[config.mk]
export PLATFORM = sky130hd
export DESIGN_NAME = aarb_queue
export DESIGN_NICKNAME = d
export VERILOG_FILES = /design/src/hdl/aarb_pkg.sv /design/src/hdl/aarb_queue.sv
export SDC_FILE = /design/constraint.sdc
export NUM_CORES = 1
export LEC_CHECK = 0
export BUFFER_PORTS_ARGS = -buffer_cell sky130_fd_sc_hd__buf_4
export CORE_MARGIN = 4
export CORE_UTILIZATION = 52
export CTS_CLUSTER_DIAMETER = 40
export DETAILED_ROUTE_END_ITERATION = 10
export PLACE_DENSITY = 0.9
export SLEW_MARGIN = 40
export SYNTH_ARGS = -nofsm -noshare
export SYNTH_HDL_FRONTEND = slang
export SYNTH_SLANG_ARGS = --single-unit
export TNS_END_PERCENT = 100
[constraint.sdc]
create_clock -name i_clk -period 11.53 [get_ports i_clk]
set_input_delay 0.5765 -clock i_clk [delete_from_list [all_inputs] [get_ports i_clk]]
set_output_delay 0.5765 -clock i_clk [all_outputs]
set_load 0.01 [all_outputs]
[src/hdl/aarb_pkg.sv]
`default_nettype none
// ---------------------------------------------------------------------------
// aarb_pkg
// Shared types and constants for the axis-angle rotation matrix builder.
// ---------------------------------------------------------------------------
package aarb_pkg;

    // Angle units are 1/64 degree
    localparam logic signed [17:0] TURN_UNITS      = 18'sd23040;
    localparam logic signed [17:0] TWO_TURN_UNITS  = 18'sd46080;
    localparam logic signed [17:0] HALF_UNITS      = 18'sd11520;
    localparam logic signed [17:0] QUARTER_UNITS   = 18'sd5760;

    // Q62 pi/4 divided by 2880: one angle unit in Q62 radians
    localparam logic [50:0] ANGLE_K = 51'd1257642267027279;

    localparam logic signed [33:0] Q30_ONE = 34'sd1073741824;

    // Job handed from the front to the back: unit axis, cosine, sine, degenerate flag
    typedef struct packed {
        logic signed [32:0] ux;
        logic signed [32:0] uy;
        logic signed [32:0] uz;
        logic signed [31:0] c;
        logic signed [31:0] s;
        logic               degen;
    } t_rot_job;

    // Control of a bit-serial unit
    typedef struct packed {
        logic load;
        logic step;
    } t_iter_ctl;

    // atan(2^-i) in Q30 radians, rounded
    function automatic logic [31:0] atan_q30(input logic [4:0] i);
        logic [31:0] v;
        case (i)
            5'd0:  v = 32'd843314857;
            5'd1:  v = 32'd497837829;
            5'd2:  v = 32'd263043837;
            5'd3:  v = 32'd133525159;
            5'd4:  v = 32'd67021687;
            5'd5:  v = 32'd33543516;
            5'd6:  v = 32'd16775851;
            5'd7:  v = 32'd8388437;
            5'd8:  v = 32'd4194283;
            5'd9:  v = 32'd2097149;
            5'd10: v = 32'd1048576;
            5'd11: v = 32'd524288;
            5'd12: v = 32'd262144;
            5'd13: v = 32'd131072;
            5'd14: v = 32'd65536;
            5'd15: v = 32'd32768;
            5'd16: v = 32'd16384;
            5'd17: v = 32'd8192;
            5'd18: v = 32'd4096;
            5'd19: v = 32'd2048;
            5'd20: v = 32'd1024;
            5'd21: v = 32'd512;
            5'd22: v = 32'd256;
            5'd23: v = 32'd128;
            5'd24: v = 32'd64;
            5'd25: v = 32'd32;
            5'd26: v = 32'd16;
            5'd27: v = 32'd8;
            5'd28: v = 32'd4;
            5'd29: v = 32'd2;
            default: v = 32'd1;
        endcase
        return v;
    endfunction

endpackage
`default_nettype wire

[src/hdl/aarb_queue.sv]
`default_nettype none
// ---------------------------------------------------------------------------
// aarb_queue
// Two-entry job queue between the front and the back.
// ---------------------------------------------------------------------------
module aarb_queue (
    input  logic                i_clk,
    input  logic                i_rst_n,
    input  logic                i_push,
    input  aarb_pkg::t_rot_job  i_job,
    output logic                o_full,
    input  logic                i_pop,
    output aarb_pkg::t_rot_job  o_job,
    output logic                o_empty
);

    aarb_pkg::t_rot_job r_mem [2];
    logic               r_wp;
    logic               r_rp;
    logic [1:0]         r_count;

    assign o_full  = (r_count == 2'd2);
    assign o_empty = (r_count == 2'd0);
    assign o_job   = r_mem[r_rp];

    always_ff @(posedge i_clk) begin
        if (!i_rst_n) begin
            r_wp    <= 1'b0;
            r_rp    <= 1'b0;
            r_count <= '0;
        end else begin
            if (i_push) r_wp <= !r_wp;
            if (i_pop)  r_rp <= !r_rp;
            if (i_push && !i_pop) begin
                r_count <= r_count + 2'd1;
            end else if (i_pop && !i_push) begin
                r_count <= r_count - 2'd1;
            end
        end
    end

    always_ff @(posedge i_clk) begin
        if (i_push) r_mem[r_wp] <= i_job;
    end

endmodule
`default_nettype wire

# Word level (Yosys, flattened, before mapping)
# Memory sizes are Yosys's and may differ from the RTL's. A register that Yosys moved wholly into a read port is not among the register bits.
# Cells that the tools add are included.
[op_classes]
addsub = 2
muxes = 6
reduce_logical = 8
eq_ne = 1
[op_table]
columns = ["cell", "n"]
rows = [
  ["1-bit zero test", 4],
  ["1-bit 2-to-1 mux", 4],
  ["2-bit 2-to-1 mux", 2],
  ["2-bit by 1-bit adder with 2-bit output (second input constant)", 1],
  ["2-bit equality test (second input constant)", 1],
  ["1-bit logical AND", 2],
  ["2-bit zero test", 1],
  ["2-bit nonzero test", 1],
  ["2-bit by 1-bit subtractor with 2-bit output (second input constant)", 1],
]
[totals]
in_bits = 168
wordCells = 21
out_inout_bits = 166
mem_count = 1
ramBits = 328
register_bits = 4
[mem_list]
columns = ["memory", "depth", "word_bits", "read_ports", "rd_clocked_by_memory_dff", "wr", "line", "rtl"]
rows = [
  ["r_mem", 2, 164, 1, 1, 1, "aarb_queue.sv:17", "aarb_pkg::t_rot_job r_mem [2];"],
]

# Depth between registers and ports, before layout
# Gate-level depths: netlist of run 1.
[depth]
word_depth = 4
mapped_depth = 5
depth_no_buf = 5

# Worst setup path before layout of run 1
# Ideal clock, no wire load.
[synth_timing]
path_kind = "input-to-reg"
start = "in i_push"
end = "mem r_mem[0][0] in the netlist's numbering, enable pin"
setup_slack_ns = 3.127
cell_stages = 1
required_time_ns = 10.821
setup_ns = 0.709
arrival_time_ns = 7.693
path_buffers = 0
path_cell_list = "nor2b_1"
[synth_between]
elab_chain_len = 2
[synth_rtl]
columns = ["item", "line", "rtl"]
rows = [
  ["start: declaration", "aarb_queue.sv:9", "input logic i_push,"],
  ["1-bit 2-to-1 mux", "aarb_queue.sv:43", "if (i_push) r_mem[r_wp] <= i_job;"],
  ["1-bit 2-to-1 mux (implied by the code)", "aarb_queue.sv:43", ""],
  ["end: declaration", "aarb_queue.sv:17", ""],
]
# Every way passes these cells.

==> flow_metrics.env, run 1 <==
export IMPL_rr_worst_depth=2
export IMPL_fp_dieH_um=161
export IMPL_core_area_um2=22800
export IMPL_startpoint_type="flip-flop"
export IMPL_hold_violations=0
export IMPL_wl_per_cell_um=19.9
export IMPL_finalNetCount=1061
export IMPL_muxShareOfSynthArea_pct=15.2
export IMPL_clk_pin_slew_ns=0.06
export IMPL_yosys_area_share_simple_pct=0.465
export IMPL_rsz0062_at_grt="false"
export IMPL_n_fill_cell=1308
export IMPL_synth_top_family_by_area="multiplexers"
export IMPL_p_per_area_nw_per_um2=177
export IMPL_regToRegStartpoint="r_wp$_SDFFE_PN0P_"
export IMPL_synth_area_per_cell_um2=22.8
export IMPL_worst_slew_pin_slew_ns=0.765
export IMPL_yosysWarningCount=0
export IMPL_drv_slew=0
export IMPL_drc=0
export IMPL_clk_latency_ns=0.50
export IMPL_cp_required_ns=10.95
export IMPL_peakVddDrop_mv=0.176
export IMPL_synthesis_nets=701
export IMPL_skew_ns=0.0145
export IMPL_synth_top_area_share_pct=81.3
export IMPL_die_area_um2=25800
export IMPL_fmax_mhz=359
export IMPL_final_setup_viol_count=0
export IMPL_cts_resized=0
export IMPL_fin_crit_ns=2.79
export IMPL_die_w_um=161
export IMPL_root_buffer="clkbuf_16"
export IMPL_status="completed"
export IMPL_detail_route_antenna_nets=0
export IMPL_rows=55
export IMPL_drt_initial_drc_count=334
export IMPL_cts_tree="built"
export IMPL_grt_start_max_net_pins=79
export IMPL_cp_end_kind="output port"
export IMPL_htreeDepth=2
export IMPL_cts_hold_buf=0
export IMPL_cts_buffers=37
export IMPL_grt_overflow=0
export IMPL_synth_xor_area_share_pct=0.217
export IMPL_r2r_end="r_mem[0][30]$_DFFE_PP_"
export IMPL_hold_path_class="in2reg"
export IMPL_io_buffers=333
export IMPL_total_power_uw=2850
export IMPL_period_share_pct=24.2
export IMPL_clk_path_buf_depth=3
export IMPL_ys_types=16
export IMPL_synthTopCellsByArea="edfxtp_1, mux2_2, buf_6, dfxtp_1, and2_1"
export IMPL_maxSlewHeadroom_pct=49.0
export IMPL_fin_tns_setup_ns=0
export IMPL_crit_type="reg2out"
export IMPL_cts_num_sinks=333
export IMPL_antenna_found_initial=0
export IMPL_design_portCount=334
export IMPL_cap_violations=0
export IMPL_initial_core_util_pct=53.2
export IMPL_routabilityCongestion=0.743
export IMPL_synthCells=532
export IMPL_final_util_pct=70.6
export IMPL_yosysSeqAreaShare_pct=82.1
export IMPL_synth_cell_area_um2=12100
export IMPL_num_vias=6240
export IMPL_crit_end="o_job[125]"
export IMPL_vias_per_cell=5.06
export IMPL_total_leakage_power_uw=0.00601
export IMPL_synth_adder_area_share_pct=0.103
export IMPL_crit_fanout=78
export IMPL_grt_pass1_wl_um=36900
export IMPL_arrival_ns=2.21
export IMPL_final_cells=1233
export IMPL_synth_compound_gate_area_share_pct=0.165
export IMPL_post_cts_buffers=0
export IMPL_dp_hpwl_um=16300
export IMPL_grt_pass1_vias=6622
export IMPL_insertedDiodeCount=0
export IMPL_drt_wl_total_um=24600
export IMPL_syn2layout_area_growth_pct=32.7
export IMPL_rrSetupSlack_ns=9.50
export IMPL_synth_largest_area_cell="edfxtp_1"
export IMPL_drive_gt1_share_pct=61.1
export IMPL_ys_seq_elements=333
export IMPL_first_pass_iters=5
export IMPL_grt_usage_pct=18.3
export IMPL_placed_cells_incl_taps=1166
==> cell usage after synthesis (all sizes together) <==
cell    number
o21a         1
dfxtp        5
buf         18
xnor2        1
or3          1
ha           1
inv          1
and2b        1
edfxtp     328
and2         4
xor2         2
mux2       164
nor2         1
o21ai        1
a21boi       1
nor2b        2
==> state kept, by name, summed over array words and instances (netlist names), named ones only <==
signal	flops
r_count	2
r_rp	1
r_mem	328
r_wp	1
==> kinds of logic after synthesis <==
family,after synthesis
adders and majority gates,1
muxes,164
buffers and inverters,19
xor gates and xnor gates,3
DFF,333
AOI/OAI and AO/OA,3
and+or+nand+nor,9
==> routing by layer <==
| metal | share of wire (%) | vias to the layer above | track usage (%) |
|---|---|---|---|
| met4 | 2.5 | 0 | 5.55 |
| met1 | 37 | 3057 | 21.2 |
| met5 | 0 | - | 0 |
| met3 | 7.8 | 57 | 5.21 |
| li1 | - | 2859 | - |
| met2 | 53 | 267 | 33.0 |
==> critical path: stages, from the launching register on <==
cell and delay (ns):
dfxtp_4 0.46, buf_6 0.54, mux2_2 0.44, buf_4 0.15
==> area by class of cell <==
cell class	count	area (um^2)	share of cell area [%]
flip-flops and latches	333	9950	61.9
clock buffers	46	1000	6.23
repair buffers	339	2570	16.0
multi-input cells	180	1970	12.3
well taps	313	392	2.44
clock inverters	21	189	1.18
inverters	1	3.75	0.0233
==> how the worst min path moves through the flow <==
stage               slack (ns)  cells after the start                      end                    start
detailed placement        0.53                      2  r_count[1]$_SDFFE_PN0P_  r_count[1]$_SDFFE_PN0P_
CTS                       0.23                      1   r_mem[1][70]$_DFFE_PP_                i_job[70]
global placement          0.48                      2  r_count[1]$_SDFFE_PN0P_  r_count[1]$_SDFFE_PN0P_
global route              0.23                      1  r_mem[0][132]$_DFFE_PP_               i_job[132]
floorplan                 0.47                      2  r_count[1]$_SDFFE_PN0P_  r_count[1]$_SDFFE_PN0P_
finish                    0.26                      1   r_mem[1][70]$_DFFE_PP_                i_job[70]
==> power breakdown <==
group	internal, uW	switching [uW]
sequential	1400	16.6
combinational	171	148
clock	670	446
total	2240	611
==> metrics by stage <==
stage                     hold slack (ns)  worst slack (ns)  instance area [um^2]
after CTS                           0.230              8.73                 16100
after floorplan                     0.466              3.13                 12100
after global routing                0.234              8.66                 16100
final                               0.259              8.74                 16100
after detailed placement            0.529              9.12                 14900
after global placement              0.480              8.93                 14900
==> placed cells by master (no fill, tap or decap), drive strengths merged <==
cell	netlist	routed
and2	4	4
clkbuf	0	46
clkinvlp	0	2
or3	1	1
and2b	1	1
a21boi	1	1
ha	1	1
nor2b	2	2
nor2	1	1
clkinv	0	13
buf	18	339
xnor2	1	1
o21a	1	1
edfxtp	328	328
inv	1	5
dfxtp	5	5
xor2	2	2
bufinv	0	2
mux2	164	164
o21ai	1	1
Power figures use the tool's default switching activity.
==> run 2, diff against run 1 <==
- CORE_UTILIZATION: 52 -> 47
- PLACE_DENSITY: 0.9 -> 0.87
- clock period: 11.53 -> 2.48 ns (I/O delays scaled with it)
==> run 2 against run 1 <==
Compared with the run above:
- global-route usage up 2.0 points
- sequential cell count unchanged
- register-to-register slack worse by 8.6 ns
- via count up 14%
- largest power group unchanged
- critical path depth unchanged
- total power rose to 4.9 times the previous value
- clock power rose to 5.1 times the previous value
==> flow_metrics.env, run 2 (synthesis gave the netlist of run 1 again) <==
export IMPL_status="completed"
export IMPL_drt_wl_total_um=29800
export IMPL_skew_ns=0.0134
export IMPL_p_per_area_nw_per_um2=782
export IMPL_cts_num_sinks=333
export IMPL_total_leakage_power_uw=0.00678
export IMPL_drv_slew=0
export IMPL_core_area_um2=25300
export IMPL_layout_common_cells="buf_4, edfxtp_1, dlygate4sd3_1, mux2_2, clkbuf_16"
export IMPL_grt_start_max_net_pins=98
export IMPL_routabilityCongestion=0.774
export IMPL_largest_register="r_mem"
export IMPL_hold_ws_ns=0.139
export IMPL_hold_path_class="in2reg"
export IMPL_cts_resized=0
export IMPL_placed_cells_incl_taps=1184
export IMPL_p_switching_uw=3010
export IMPL_crit_type="reg2out"
export IMPL_clk_path_buf_depth=3
export IMPL_crit_fanout=86
export IMPL_rr_worst_depth=4
export IMPL_hold_violations=0
export IMPL_htreeDepth=2
export IMPL_drc=0
export IMPL_cp_required_ns=2.36
export IMPL_grt_usage_pct=20.3
export IMPL_die_w_um=169
export IMPL_period_share_pct=88.1
export IMPL_root_buffer="clkbuf_16"
export IMPL_pwr_share_seq_pct=47.0
export IMPL_final_cells=1423
export IMPL_fin_crit_ns=2.18
export IMPL_cp_end_kind="output port"
export IMPL_post_cts_buffers=0
export IMPL_maxSlewHeadroom_pct=56.9
export IMPL_design_portCount=334
export IMPL_fmax_mhz=458
export IMPL_fp_dieH_um=169
export IMPL_largest_register_ff_count=328
export IMPL_wl_per_cell_um=20.9
export IMPL_num_vias=7107
export IMPL_regToRegStartpoint="r_wp$_SDFFE_PN0P_"
export IMPL_n_fill_cell=1461
export IMPL_r2r_end="r_wp$_SDFFE_PN0P_"
export IMPL_rsz0062_at_grt="false"
export IMPL_finalNetCount=1230
export IMPL_grt_pass1_wl_um=44600
export IMPL_top_regs="r_mem x328, r_count x2"
export IMPL_initial_core_util_pct=48.0
export IMPL_critical_path_max_stage_delay_ns=0.49
export IMPL_die_area_um2=28400
export IMPL_rows=58
export IMPL_cts_tree="built"
export IMPL_first_pass_iters=4
export IMPL_drt_initial_drc_count=451
export IMPL_clk_latency_ns=0.51
export IMPL_clockPowerShare_pct=40.4
export IMPL_cts_hold_buf=167
export IMPL_combPwrFrac_pct=12.5
export IMPL_grt_pass1_vias=8017
export IMPL_detail_route_antenna_nets=0
export IMPL_arrival_ns=2.06
export IMPL_syn2layout_area_growth_pct=48.1
export IMPL_grt_overflow=0
export IMPL_intPower_uw=11000
export IMPL_final_setup_viol_count=0
export IMPL_rrSetupSlack_ns=0.88
export IMPL_cap_violations=0
export IMPL_cts_buffers=38
export IMPL_worst_slew_pin_slew_ns=0.647
export IMPL_clk_pin_slew_ns=0.06
export IMPL_crit_end="o_job[8]"
export IMPL_cp_cell_sequence="buf_12 -> mux2_2 -> buf_4"
export IMPL_drive_gt1_share_pct=51.8
export IMPL_multi_input_area_um2=1970
export IMPL_io_buffers=333
export IMPL_switching_share_pct=21.4
export IMPL_cpMaxStageDelayCell="dfxtp_4"
export IMPL_peakVddDrop_mv=0.712
export IMPL_mostFrequentLayoutCell="buf_4"
export IMPL_seq_area_um2=9950
export IMPL_antenna_found_initial=5
export IMPL_dp_hpwl_um=17300
export IMPL_startpoint_type="flip-flop"
export IMPL_fin_tns_setup_ns=0
export IMPL_vias_per_cell=4.99
## run 2: cell count changes in the layout (fill, tap and decap cells not counted), sizes merged
cell,change
bufinv,+3
buf,+1
dlygate4sd3,+167
diode,+5
clkbuf,-2
clkinv,-1
## run 2: cell type report
type                            instances  area share (%)
Sequential cell                       333            55.5
Timing Repair Buffer                  507            24.0
Multi-Input combinational cell        180            11.0
Clock buffer                           44            5.78
Tap cell                              330            2.30
Clock inverter                         23            1.44
Antenna cell                            5          0.0697
Inverter                                1          0.0209
## run 2: per-stage QoR
step	setup WS, ns	cell area [um^2]	power [uW]	util (%)
2_1_floorplan	-0.698	12100	7430	-
3_3_place_gp	0.851	15000	8160	59.3
3_5_place_dp	0.840	15000	8210	59.3
4_1_cts	0.310	17900	14100	71.0
5_1_grt	0.241	17900	14500	71.1
6_report	0.296	17900	14000	71.1
## run 2: how the worst min path moves through the flow
stage                     depth (start not counted)  slack [ns]  startpoint                       to
after global routing                              4        0.13      i_push  r_count[1]$_SDFFE_PN0P_
after detailed placement                          1        0.31  i_job[118]  r_mem[0][118]$_DFFE_PP_
after global placement                            1        0.31  i_job[147]  r_mem[1][147]$_DFFE_PP_
after CTS                                         4        0.11      i_push  r_count[1]$_SDFFE_PN0P_
final                                             4        0.14      i_push  r_count[1]$_SDFFE_PN0P_
after floorplan                                   0        0.22    i_job[0]    r_mem[0][0]$_DFFE_PP_
## run 2: power by group through the flow
stage                     combinational (uW)  clock [uW]  sequential, uW
final                                   1760        5680            6600
after global placement                  1470           0            6690
after floorplan                          743           0            6690
after CTS                               1740        5730            6590
after detailed placement                1500           0            6710
after global routing                    1860        6060            6620
## run 2: layer usage
layer  track usage [%]  share of wire, %  vias up
met3              4.60               6.5       75
li1                  -                 -     3184
met4              7.66               3.5        0
met2              38.1                55      315
met1              22.3                35     3533
met5                 0                 0        -
## run 2: critical path: cells and delay by family (launching register included)
kind     cells  cell delay, ns
mux          1            0.42
buf+inv      2            0.55
flops        1            0.49
